==> config.mk <==
export PLATFORM = sky130hd
export DESIGN_NAME = memory_range_coalescer
export DESIGN_NICKNAME = d
export VERILOG_FILES = /design/src/rtl/core/mrc_pkg.sv /design/src/rtl/core/mrc_merge.sv /design/src/rtl/core/mrc_out_fifo.sv /design/src/rtl/core/memory_range_coalescer.sv
export SDC_FILE = /design/constraint.sdc
export NUM_CORES = 2
export LEC_CHECK = 0
export ABC_AREA = 1
export BUFFER_PORTS_ARGS = -buffer_cell sky130_fd_sc_hd__buf_2
export CAP_MARGIN = 5
export CORE_MARGIN = 2
export CORE_UTILIZATION = 50
export DETAILED_ROUTE_END_ITERATION = 10
export PLACE_DENSITY = 0.69
export SETUP_SLACK_MARGIN = 0.02
export SLEW_MARGIN = 30
export SYNTH_ARGS = -nofsm -noshare
export SYNTH_HDL_FRONTEND = slang
export SYNTH_SLANG_ARGS = --single-unit
==> constraint.sdc <==
create_clock -name clk -period 13.09 [get_ports clk]
set_input_delay 0 -clock clk [delete_from_list [all_inputs] [get_ports clk]]
set_output_delay 0 -clock clk [all_outputs]
set_load 0.05 [all_outputs]
==> src/rtl/core/mrc_pkg.sv <==
// Shared types, constants and helpers for the memory range coalescer.
`default_nettype none

package mrc_pkg;

	localparam int MAP_SLOTS = 256;
	localparam int SLOT_CNT_W = 9;
	localparam int ADDR_W = 64;
	localparam int TYPE_W = 32;
	localparam int SLOT_W = 8;
	localparam int CFG_IDX_W = 8;
	localparam int CFG_DATA_W = 32;

	localparam int OUT_DEPTH = 4;
	localparam int OUT_PTR_W = $clog2(OUT_DEPTH);
	localparam int OUT_CNT_W = $clog2(OUT_DEPTH + 1);

	localparam logic [CFG_IDX_W-1:0] REG_REGION_TYPE = CFG_IDX_W'(0);
	localparam logic [CFG_IDX_W-1:0] REG_FIRST_SLOT = CFG_IDX_W'(1);

	localparam logic [SLOT_CNT_W-1:0] SLOT_LIMIT = SLOT_CNT_W'(MAP_SLOTS);
	localparam logic [SLOT_W-1:0] SLOT_TOP = SLOT_W'(MAP_SLOTS - 1);

	typedef struct packed {
		logic [TYPE_W-1:0] etype;
		logic [ADDR_W-1:0] start;
		logic [ADDR_W-1:0] size;
		logic [SLOT_W-1:0] slot;
		logic              full;
		logic              last;
	} entry_t;

	function automatic logic slot_full(input logic [SLOT_CNT_W-1:0] cnt);
		return cnt >= SLOT_LIMIT;
	endfunction

	function automatic logic [SLOT_W-1:0] slot_value(input logic [SLOT_CNT_W-1:0] cnt);
		return slot_full(cnt) ? SLOT_TOP : cnt[SLOT_W-1:0];
	endfunction

	function automatic logic [SLOT_CNT_W-1:0] slot_advance(input logic [SLOT_CNT_W-1:0] cnt);
		return slot_full(cnt) ? cnt : cnt + SLOT_CNT_W'(1);
	endfunction

endpackage

`default_nettype wire

==> src/rtl/core/mrc_merge.sv <==
// Run tracking, merge decision and map entry formation for one region per cycle.
`default_nettype none

module mrc_merge
	import mrc_pkg::*;
(
	input  wire logic                  clk,
	input  wire logic                  arst_n,
	input  wire logic                  cfg_we,
	input  wire logic [CFG_IDX_W-1:0]  cfg_idx,
	input  wire logic [CFG_DATA_W-1:0] cfg_wdata,
	input  wire logic                  item_valid,
	input  wire logic [ADDR_W-1:0]     item_start,
	input  wire logic [ADDR_W-1:0]     item_size,
	input  wire logic                  item_last,
	output logic [1:0]                 push_n,
	output entry_t                     push_a,
	output entry_t                     push_b
);

	logic [TYPE_W-1:0]     region_type_q;
	logic [SLOT_W-1:0]     first_slot_q;
	logic                  run_open_q;
	logic [ADDR_W-1:0]     run_start_q;
	logic [ADDR_W-1:0]     run_size_q;
	logic [SLOT_CNT_W-1:0] next_slot_q;

	logic [ADDR_W-1:0]     run_end;
	logic                  join_run;
	logic                  close_run;
	logic [ADDR_W-1:0]     new_start;
	logic [ADDR_W-1:0]     new_size;
	logic [SLOT_CNT_W-1:0] slot_after_close;
	entry_t                close_e;
	entry_t                flush_e;

	always_comb begin
		run_end = run_start_q + run_size_q;
		join_run = run_open_q && (item_start == run_end);
		close_run = run_open_q && !join_run;
		new_start = join_run ? run_start_q : item_start;
		new_size = join_run ? (run_size_q + item_size) : item_size;
		slot_after_close = close_run ? slot_advance(next_slot_q) : next_slot_q;

		close_e.etype = region_type_q;
		close_e.start = run_start_q;
		close_e.size = run_size_q;
		close_e.slot = slot_value(next_slot_q);
		close_e.full = slot_full(next_slot_q);
		close_e.last = 1'b0;

		flush_e.etype = region_type_q;
		flush_e.start = new_start;
		flush_e.size = new_size;
		flush_e.slot = slot_value(slot_after_close);
		flush_e.full = slot_full(slot_after_close);
		flush_e.last = 1'b1;

		push_n = 2'd0;
		push_a = close_run ? close_e : flush_e;
		push_b = flush_e;
		if (item_valid) begin
			push_n = 2'({1'b0, close_run} + {1'b0, item_last});
		end
	end

	always_ff @(posedge clk or negedge arst_n) begin
		if (!arst_n) begin
			region_type_q <= TYPE_W'(1);
			first_slot_q <= '0;
			run_open_q <= 1'b0;
			run_start_q <= '0;
			run_size_q <= '0;
			next_slot_q <= '0;
		end else begin
			if (item_valid) begin
				if (item_last) begin
					run_open_q <= 1'b0;
					run_start_q <= '0;
					run_size_q <= '0;
					next_slot_q <= SLOT_CNT_W'(first_slot_q);
				end else begin
					run_open_q <= 1'b1;
					run_start_q <= new_start;
					run_size_q <= new_size;
					next_slot_q <= slot_after_close;
				end
			end
			if (cfg_we) begin
				case (cfg_idx)
					REG_REGION_TYPE: begin
						region_type_q <= cfg_wdata[TYPE_W-1:0];
					end
					REG_FIRST_SLOT: begin
						first_slot_q <= cfg_wdata[SLOT_W-1:0];
						next_slot_q <= SLOT_CNT_W'(cfg_wdata[SLOT_W-1:0]);
					end
					default: begin
					end
				endcase
			end
		end
	end

	a_last_closes_run: assert property (@(posedge clk) disable iff (!arst_n)
		item_valid && item_last && !cfg_we |=> !run_open_q)
		else $error("run still open after the final region");

	a_two_only_on_last: assert property (@(posedge clk) disable iff (!arst_n)
		push_n == 2'd2 |-> item_last && run_open_q)
		else $error("two entries from a region that is not last");

	a_no_entry_without_run: assert property (@(posedge clk) disable iff (!arst_n)
		item_valid && !item_last && !run_open_q |-> push_n == 2'd0)
		else $error("entry emitted with no open run");

endmodule

`default_nettype wire

==> src/rtl/core/mrc_out_fifo.sv <==
// Result queue that takes up to two map entries per cycle and delivers one per beat.
`default_nettype none

module mrc_out_fifo
	import mrc_pkg::*;
(
	input  wire logic  clk,
	input  wire logic  arst_n,
	input  wire logic  [1:0] push_n,
	input  wire entry_t push_a,
	input  wire entry_t push_b,
	output logic       room2,
	output logic       out_valid,
	input  wire logic  out_stall,
	output entry_t     out_entry
);

	entry_t                mem_q [OUT_DEPTH];
	logic [OUT_PTR_W-1:0] wr_ptr_q;
	logic [OUT_PTR_W-1:0] rd_ptr_q;
	logic [OUT_CNT_W-1:0] count_q;
	logic                 pop;

	always_comb begin
		out_valid = count_q != '0;
		out_entry = mem_q[rd_ptr_q];
		pop = out_valid && !out_stall;
		room2 = count_q <= OUT_CNT_W'(OUT_DEPTH - 2);
	end

	always_ff @(posedge clk) begin
		if (push_n != 2'd0) begin
			mem_q[wr_ptr_q] <= push_a;
		end
		if (push_n == 2'd2) begin
			mem_q[wr_ptr_q + OUT_PTR_W'(1)] <= push_b;
		end
	end

	always_ff @(posedge clk or negedge arst_n) begin
		if (!arst_n) begin
			wr_ptr_q <= '0;
			rd_ptr_q <= '0;
			count_q <= '0;
		end else begin
			wr_ptr_q <= wr_ptr_q + OUT_PTR_W'(push_n);
			if (pop) begin
				rd_ptr_q <= rd_ptr_q + OUT_PTR_W'(1);
			end
			count_q <= count_q + OUT_CNT_W'(push_n) - OUT_CNT_W'(pop);
		end
	end

	a_count_bound: assert property (@(posedge clk) disable iff (!arst_n)
		count_q <= OUT_CNT_W'(OUT_DEPTH))
		else $error("result queue count out of range");

	a_no_overflow: assert property (@(posedge clk) disable iff (!arst_n)
		push_n != 2'd0 |-> room2)
		else $error("entries pushed into a full result queue");

	a_count_track: assert property (@(posedge clk) disable iff (!arst_n)
		pop && push_n == 2'd0 |=> count_q == $past(count_q) - OUT_CNT_W'(1))
		else $error("result queue count lost a beat");

endmodule

`default_nettype wire

==> src/rtl/core/memory_range_coalescer.sv <==
// Top level of the memory range coalescer: input register, merge logic and result queue.
`default_nettype none

// Regions enter on the region channel, one beat per cycle, and pass one input
// register; the merge against the open run (one 64-bit end-address add and
// compare) works on that register once the queue has room for two entries,
// and the resulting map entries go into a four-entry result queue that drives
// the entry channel. A region that closes a run yields one entry, the final
// region of a list yields one or two, and a region that joins the run yields
// none. Sustained rate is one region per cycle while the queue has room; a
// final region can produce two entries, so the region channel stalls when the
// queue holds more than two entries. Entries pass the input register and the
// result queue on their way to the entry channel. The configuration channel is
// always ready; writing first_slot also restarts the slot counter.
module memory_range_coalescer
	import mrc_pkg::*;
(
	input  wire logic                  clk,
	input  wire logic                  arst_n,
	input  wire logic                  cfg_valid,
	output logic                       cfg_ready,
	input  wire logic [CFG_IDX_W-1:0]  cfg_index,
	input  wire logic [CFG_DATA_W-1:0] cfg_data,
	input  wire logic                  region_valid,
	output logic                       region_stall,
	input  wire logic [ADDR_W-1:0]     region_start,
	input  wire logic [ADDR_W-1:0]     region_size,
	input  wire logic                  last_region,
	output logic                       entry_valid,
	input  wire logic                  entry_stall,
	output logic [TYPE_W-1:0]          entry_type,
	output logic [ADDR_W-1:0]          entry_start,
	output logic [ADDR_W-1:0]          entry_size,
	output logic [SLOT_W-1:0]          entry_slot,
	output logic                       table_full,
	output logic                       last_entry
);

	logic              valid_s1;
	logic [ADDR_W-1:0] start_s1;
	logic [ADDR_W-1:0] size_s1;
	logic              last_s1;
	logic              room2;
	logic              proc;
	logic              accept;
	logic [1:0]        push_n;
	entry_t            push_a;
	entry_t            push_b;
	entry_t            head;

	always_comb begin
		cfg_ready = 1'b1;
		proc = valid_s1 && room2;
		region_stall = valid_s1 && !room2;
		accept = region_valid && !region_stall;
		entry_type = head.etype;
		entry_start = head.start;
		entry_size = head.size;
		entry_slot = head.slot;
		table_full = head.full;
		last_entry = head.last;
	end

	always_ff @(posedge clk or negedge arst_n) begin
		if (!arst_n) begin
			valid_s1 <= 1'b0;
		end else begin
			if (accept) begin
				valid_s1 <= 1'b1;
			end else if (proc) begin
				valid_s1 <= 1'b0;
			end
		end
	end

	always_ff @(posedge clk) begin
		if (accept) begin
			start_s1 <= region_start;
			size_s1 <= region_size;
			last_s1 <= last_region;
		end
	end

	mrc_merge u_merge (
		.clk        (clk),
		.arst_n     (arst_n),
		.cfg_we     (cfg_valid && cfg_ready),
		.cfg_idx    (cfg_index),
		.cfg_wdata  (cfg_data),
		.item_valid (proc),
		.item_start (start_s1),
		.item_size  (size_s1),
		.item_last  (last_s1),
		.push_n     (push_n),
		.push_a     (push_a),
		.push_b     (push_b)
	);

	mrc_out_fifo u_out_fifo (
		.clk       (clk),
		.arst_n    (arst_n),
		.push_n    (push_n),
		.push_a    (push_a),
		.push_b    (push_b),
		.room2     (room2),
		.out_valid (entry_valid),
		.out_stall (entry_stall),
		.out_entry (head)
	);

endmodule

`default_nettype wire

[Word-level counts from Yosys, hierarchy flattened]
Memories as Yosys holds them, arrays and structs flattened.
Index checks and enable logic that the tools add are counted.
Operators by class
  add/sub/neg operators: 9
  multiply operators: 0
  divide/modulo/power cells: 0
  magnitude comparators: 3
  equal/unequal tests: 3
  shift operators: 0
  mux-type cells: 21
  bitwise logic cells: 0
  reductions and logical operators: 16
Operators by type and width (number)
  $mux 64: 4
  $mux 138: 1
  $add 64x64->64: 2
  $eq 64x64->1: 1
  $mux 9: 6
  $ge 9x9->1 const B: 2
  $mux 8: 2
  $add 9x1->9 const B: 1
  $eq 8x1->1 const B: 1
  $logic_not 8->1: 1
  $mux 1: 7
  $logic_and 1x1->1: 6
  $add 2x1->2 const B: 2
  $logic_not 1->1: 4
  $reduce_and 2->1: 2
  $reduce_bool 2->1: 2
  $add 3x2->3: 1
  $le 3x2->1 const B: 1
  $reduce_bool 3->1: 1
  $sub 3x1->3: 1
  $add 1x1->2: 1
  $add 2x2->2: 1
  $eq 2x2->1 const B: 1
  $mux 2: 1
Storage, ports and cells
  register bits after elaboration: 315
  bits in latches: 0
  RAM bits: 680
  bits in read-only memories: 0
  input bits: 174
  output and inout bits: 173
  memories kept: 1
Memory list
  u_out_fifo.mem_q: depth 4, bits a word 170, rd ports 1, clocked after Yosys merged registers in 0, write ports 2, RTL line mrc_out_fifo.sv:18  | entry_t mem_q [OUT_DEPTH];

[Longest topological paths before layout]
  word-level depth: 10
  gate-level depth with buffers: 29

[Cells and area by module]
From an unflattened synthesis, not the netlist that was laid out.
Unflattened totals
  cells, all modules: 8305
  area, all modules: 61923.1 um^2
By module, submodules not included
  mrc_out_fifo: times used 1, cells each 4464, area each 36287.3 um^2, seq. area each 20594.8 um^2
  mrc_merge: times used 1, cells each 3701, area each 21685.8 um^2, seq. area each 4455.5 um^2
  memory_range_coalescer: times used 1, cells each 140, area each 3950.0 um^2, seq. area each 3898.7 um^2

[Least setup slack after synthesis]
OpenSTA, ideal clock, no wires.
  kind: register -> register
  start: register u_merge.run_size_q[0]
  end: memory u_out_fifo.mem_q[0][139] (netlist bit) (data pin)
  library setup time: 138 ps
  arrival time: 6859 ps
  setup slack: 6093 ps
  cell stages (with the launch flop): 27
  path buffers: 1
  period minus slack after synthesis: 6997 ps
  cells stage by stage: dfrtp_1 ha_1 fa_1 nand2_1 nand2_1 nand3_1 nand2_2 nand2_1 nand2_1 nand2_1 nand2_1 nand2_1 nand2_1 nand2_1 nand2_1 nand2_1 nor2_1 nand3_1 nor2_4 nand2_4 nand2_4 nor3_2 nand2_1 nand2_1 inv_2 buf_4 nor2_1
RTL lines
  from (decl): RTL line mrc_merge.sv:25  | logic [ADDR_W-1:0] run_size_q;
  from (signal assigned): RTL line mrc_merge.sv:85  | run_size_q <= new_size;
  to (decl): RTL line mrc_out_fifo.sv:18

==> impl_metrics.tcl <==
set metrics [dict create \
    cts_setup_buffers 0 \
    row_count 124 \
    slowest_delay_ns 0.81 \
    hold_buffers 295 \
    antenna_left 0 \
    rsz0062_at_grt "no" \
    final_cell_area_sq_um 66700 \
    clock-root-buffer "clkbuf_16" \
    synth_cell_type_count 60 \
    firstDrtPassIters 6 \
    hold_viol 0 \
    clk_path_buf_depth 3 \
    cts_buffers 108 \
    start_util_pct 50.2 \
    crit_arrival_ns 7.25 \
    relSlewSlack_pct 32.1 \
    period_needed_ns 6.94 \
    met2_length_mm 95.3 \
    drtIter0Drc 5798 \
    tns_ns 0 \
    setup_viol 0 \
    fillerInstances 9959 \
    clkSlewWorstSetupHoldPaths_ns 0.06 \
    drc_errors 0 \
    ys_ff_latch 995 \
    die_w_microns 342 \
    wl_per_cell_microns 22.8 \
    portBuffers 345 \
    placed_area_sq_um 59800 \
    syn_avg_cell_area_sq_um 8.32 \
    powerDensity_nw_per_um2 253 \
    core_area_sq_um 114000 \
    fp.dieH_microns 342 \
    hpwl_mm 136 \
    routed-wl-met3_mm 17.9 \
    wl_mm 204 \
    fmaxAchievable_ghz 0.144 \
    tightest_slew_ns 1.02 \
    hold_class "input pin to flop" \
    gp_congestion 1.03 \
    clock_skew_ns 0.0680 \
    seqPwrFrac_pct 29.5 \
    grt_first_pass_wirelength_mm 301 \
    yosysWarnings 0 \
    area_delta_synth_final_pct 16.6 \
    synth-async-reset-ratio_pct 18.7 \
    outcome "finished, final reports clean" \
    grt_start_max_net_pins 201 \
    critPathLaunchType "flop" \
    path_delay_family "simple AND/OR/NAND/NOR gates" \
    ys.flop_type "edfxtp_1" \
    drv_slew 0 \
    utilization_pct 58.5 \
    grt.total_usage_pct 33.9 \
    grt_overflow 0 \
    vias_per_cell 5.85 \
    top_layer "met5" \
    cap_violations 0 \
    p_int_uw 8390 \
    p_sw_uw 8480 \
    cp_num_buf_inv 4 \
    vias 52366 \
    path_class "flop to flop" \
    crit_chain "ha_1 -> nand2_1 -> nor2_1 -> inv_1 -> nor2_1 -> nand3_1 -> nand2_1 -> nand2_1 -> nand2_1 -> nand2_1 -> nand2_1 -> inv_1 -> nand2_1 -> nor2_1 -> nand3_1 -> nor2_4 -> nand2_4 -> nand2_8 -> nand2_2 -> nand3_2 -> nand2_4 -> buf_4 -> buf_4" \
    clkLatencyLatePin_ns 0.74 \
    swShare_pct 50.3 \
    path_max_fanout 69 \
    cpMostUsedCell "nand2_1" \
    clock_power_share_pct 19.2 \
    synth_cells 6874 \
    met1Wirelength_mm 80.8 \
    synth-edff-count 805 \
    dieArea_sq_um 117000 \
    cts_resized 0 \
    drive_gt1_share_pct 10.4 \
    fin_crit_sh_pct 53.0 \
    final_common_cell "nand2_1" \
    required_ns 13.40 \
    cts_tree "yes" \
    synth_area_sq_um 57200 \
    final_nets 7648 \
    htreeDepth 3 \
    leakage_uw 0.0287 \
    peakVddDrop_v 0.000228 \
    share_comb_of_total_power_pct 51.3 \
    antenna_found_initial 5 \
    ys_seq_area_share_pct 50.6 \
    mostFrequentLayoutCells "nand2_1 (1979), edfxtp_1 (805), nor2_1 (703)" \
    end_kind "flop" \
    slowest_stage "buf_4" \
    io_pins 347 \
    grt_pass1_vias 49332 \
    cts_sinks 995 \
    syn-num-nets 7184 \
]
[flip-flops by register name (all words and copies together), names as in the netlist]
signal / count
u_merge.first_slot_q: 8
u_out_fifo.wr_ptr_q: 2
last_s1: 1
size_s1: 64
u_merge.run_size_q: 64
valid_s1: 1
u_out_fifo.count_q: 3
u_merge.run_open_q: 1
u_out_fifo.rd_ptr_q: 2
u_merge.next_slot_q: 9
u_out_fifo.mem_q: 680
start_s1: 64
u_merge.region_type_q: 32
u_merge.run_start_q: 64
[power groups by stage]
stage,sequential [uW],clock (uW),combinational (uW)
floorplan,4760,0,6050
global placement,5010,0,8300
detailed placement,5020,0,8370
CTS,4960,3260,8480
global route,5000,3380,9280
finish,4980,3240,8650
[per-stage QoR]
step	std cells	total power (uW)	setup WS, ns	hold WS [ns]
2_1_floorplan	6874	10800	6.09	-0.296
3_3_place_gp	8440	13300	6.38	0.164
3_5_place_dp	8441	13400	6.28	0.165
6_report	8946	16900	6.15	0.0139
4_1_cts	8940	16700	6.26	0.00144
5_1_grt	8945	17700	5.81	0.0202
[metal layers]
layer | track usage [%] | vias up
met5 | 0 | -
met4 | 16.3 | 4
met3 | 4.82 | 464
met2 | 55.2 | 2754
met1 | 44.7 | 24974
li1 | - | 24170
[Yosys cell counts, types with 18 or more instances]
cell / count / area (sq um)
nand2_1: 1988 / 7460
edfxtp_1: 805 / 24200
nor2_1: 705 / 2650
inv_1: 661 / 2480
o21ai_0: 527 / 2640
o22ai_1: 496 / 3100
nand3_1: 251 / 1260
clkbuf_1: 197 / 739
dfrtp_1: 185 / 4630
a21oi_1: 160 / 801
ha_1: 133 / 1660
o21ai_1: 102 / 510
o21ai_2: 83 / 727
buf_2: 76 / 380
xor2_1: 66 / 578
xnor2_1: 62 / 543
and2_1: 57 / 357
mux2_2: 31 / 349
buf_1: 30 / 113
buf_4: 25 / 188
nand3b_1: 23 / 173
a31oi_1: 18 / 113
[cell families after synthesis]
family | Yosys count | share of synthesized area (%)
AND/OR/NAND/NOR | 3121 | 22.1
AO/OA/AOI/OAI | 1439 | 14.5
buffers and inverters | 1023 | 7.23
flip-flops | 995 | 50.6
adder cells (fa/ha/maj) | 136 | 3.02
XOR/XNOR | 128 | 1.96
multiplexers | 31 | 0.611
other | 1 | 0.00656
[worst paths after layout]
| path | start | end | slack, ns | cells past startpoint |
|---|---|---|---|---|
| max | u_merge.run_size_q[24]$_DFFE_PN0P_ | u_out_fifo.mem_q[1][30]$_DFFE_PP_ | 6.15 | 23 |
| min | region_size[43] | size_s1[43]$_DFFE_PP_ | 0.01 | 2 |
| max reg2reg | u_merge.run_size_q[24]$_DFFE_PN0P_ | u_out_fifo.mem_q[1][30]$_DFFE_PP_ | 6.15 | 23 |
| min reg2reg | u_out_fifo.mem_q[1][0]$_SDFFE_PP1N_ | u_out_fifo.mem_q[1][0]$_SDFFE_PP1N_ | 0.49 | 2 |
| max in group asynchronous | arst_n | u_merge.run_open_q$_DFFE_PN0P_ | 10.60 | 5 |
| min in group asynchronous | arst_n | u_merge.run_size_q[8]$_DFFE_PN0P_ | 0.42 | 3 |
[area by class of cell]
class / count / area, sq um / area share (%)
well taps: 1512 / 1890 / 2.84
diodes: 2 / 5.00 / 0.00751
multi-input cells: 4856 / 24200 / 36.4
inverters: 681 / 2570 / 3.86
clock buffers: 129 / 2830 / 4.25
flip-flops and latches: 995 / 28900 / 43.4
repair buffers: 696 / 5270 / 7.90
clock inverters: 75 / 937 / 1.41
No activity file was read; power rests on OpenSTA's default activity.
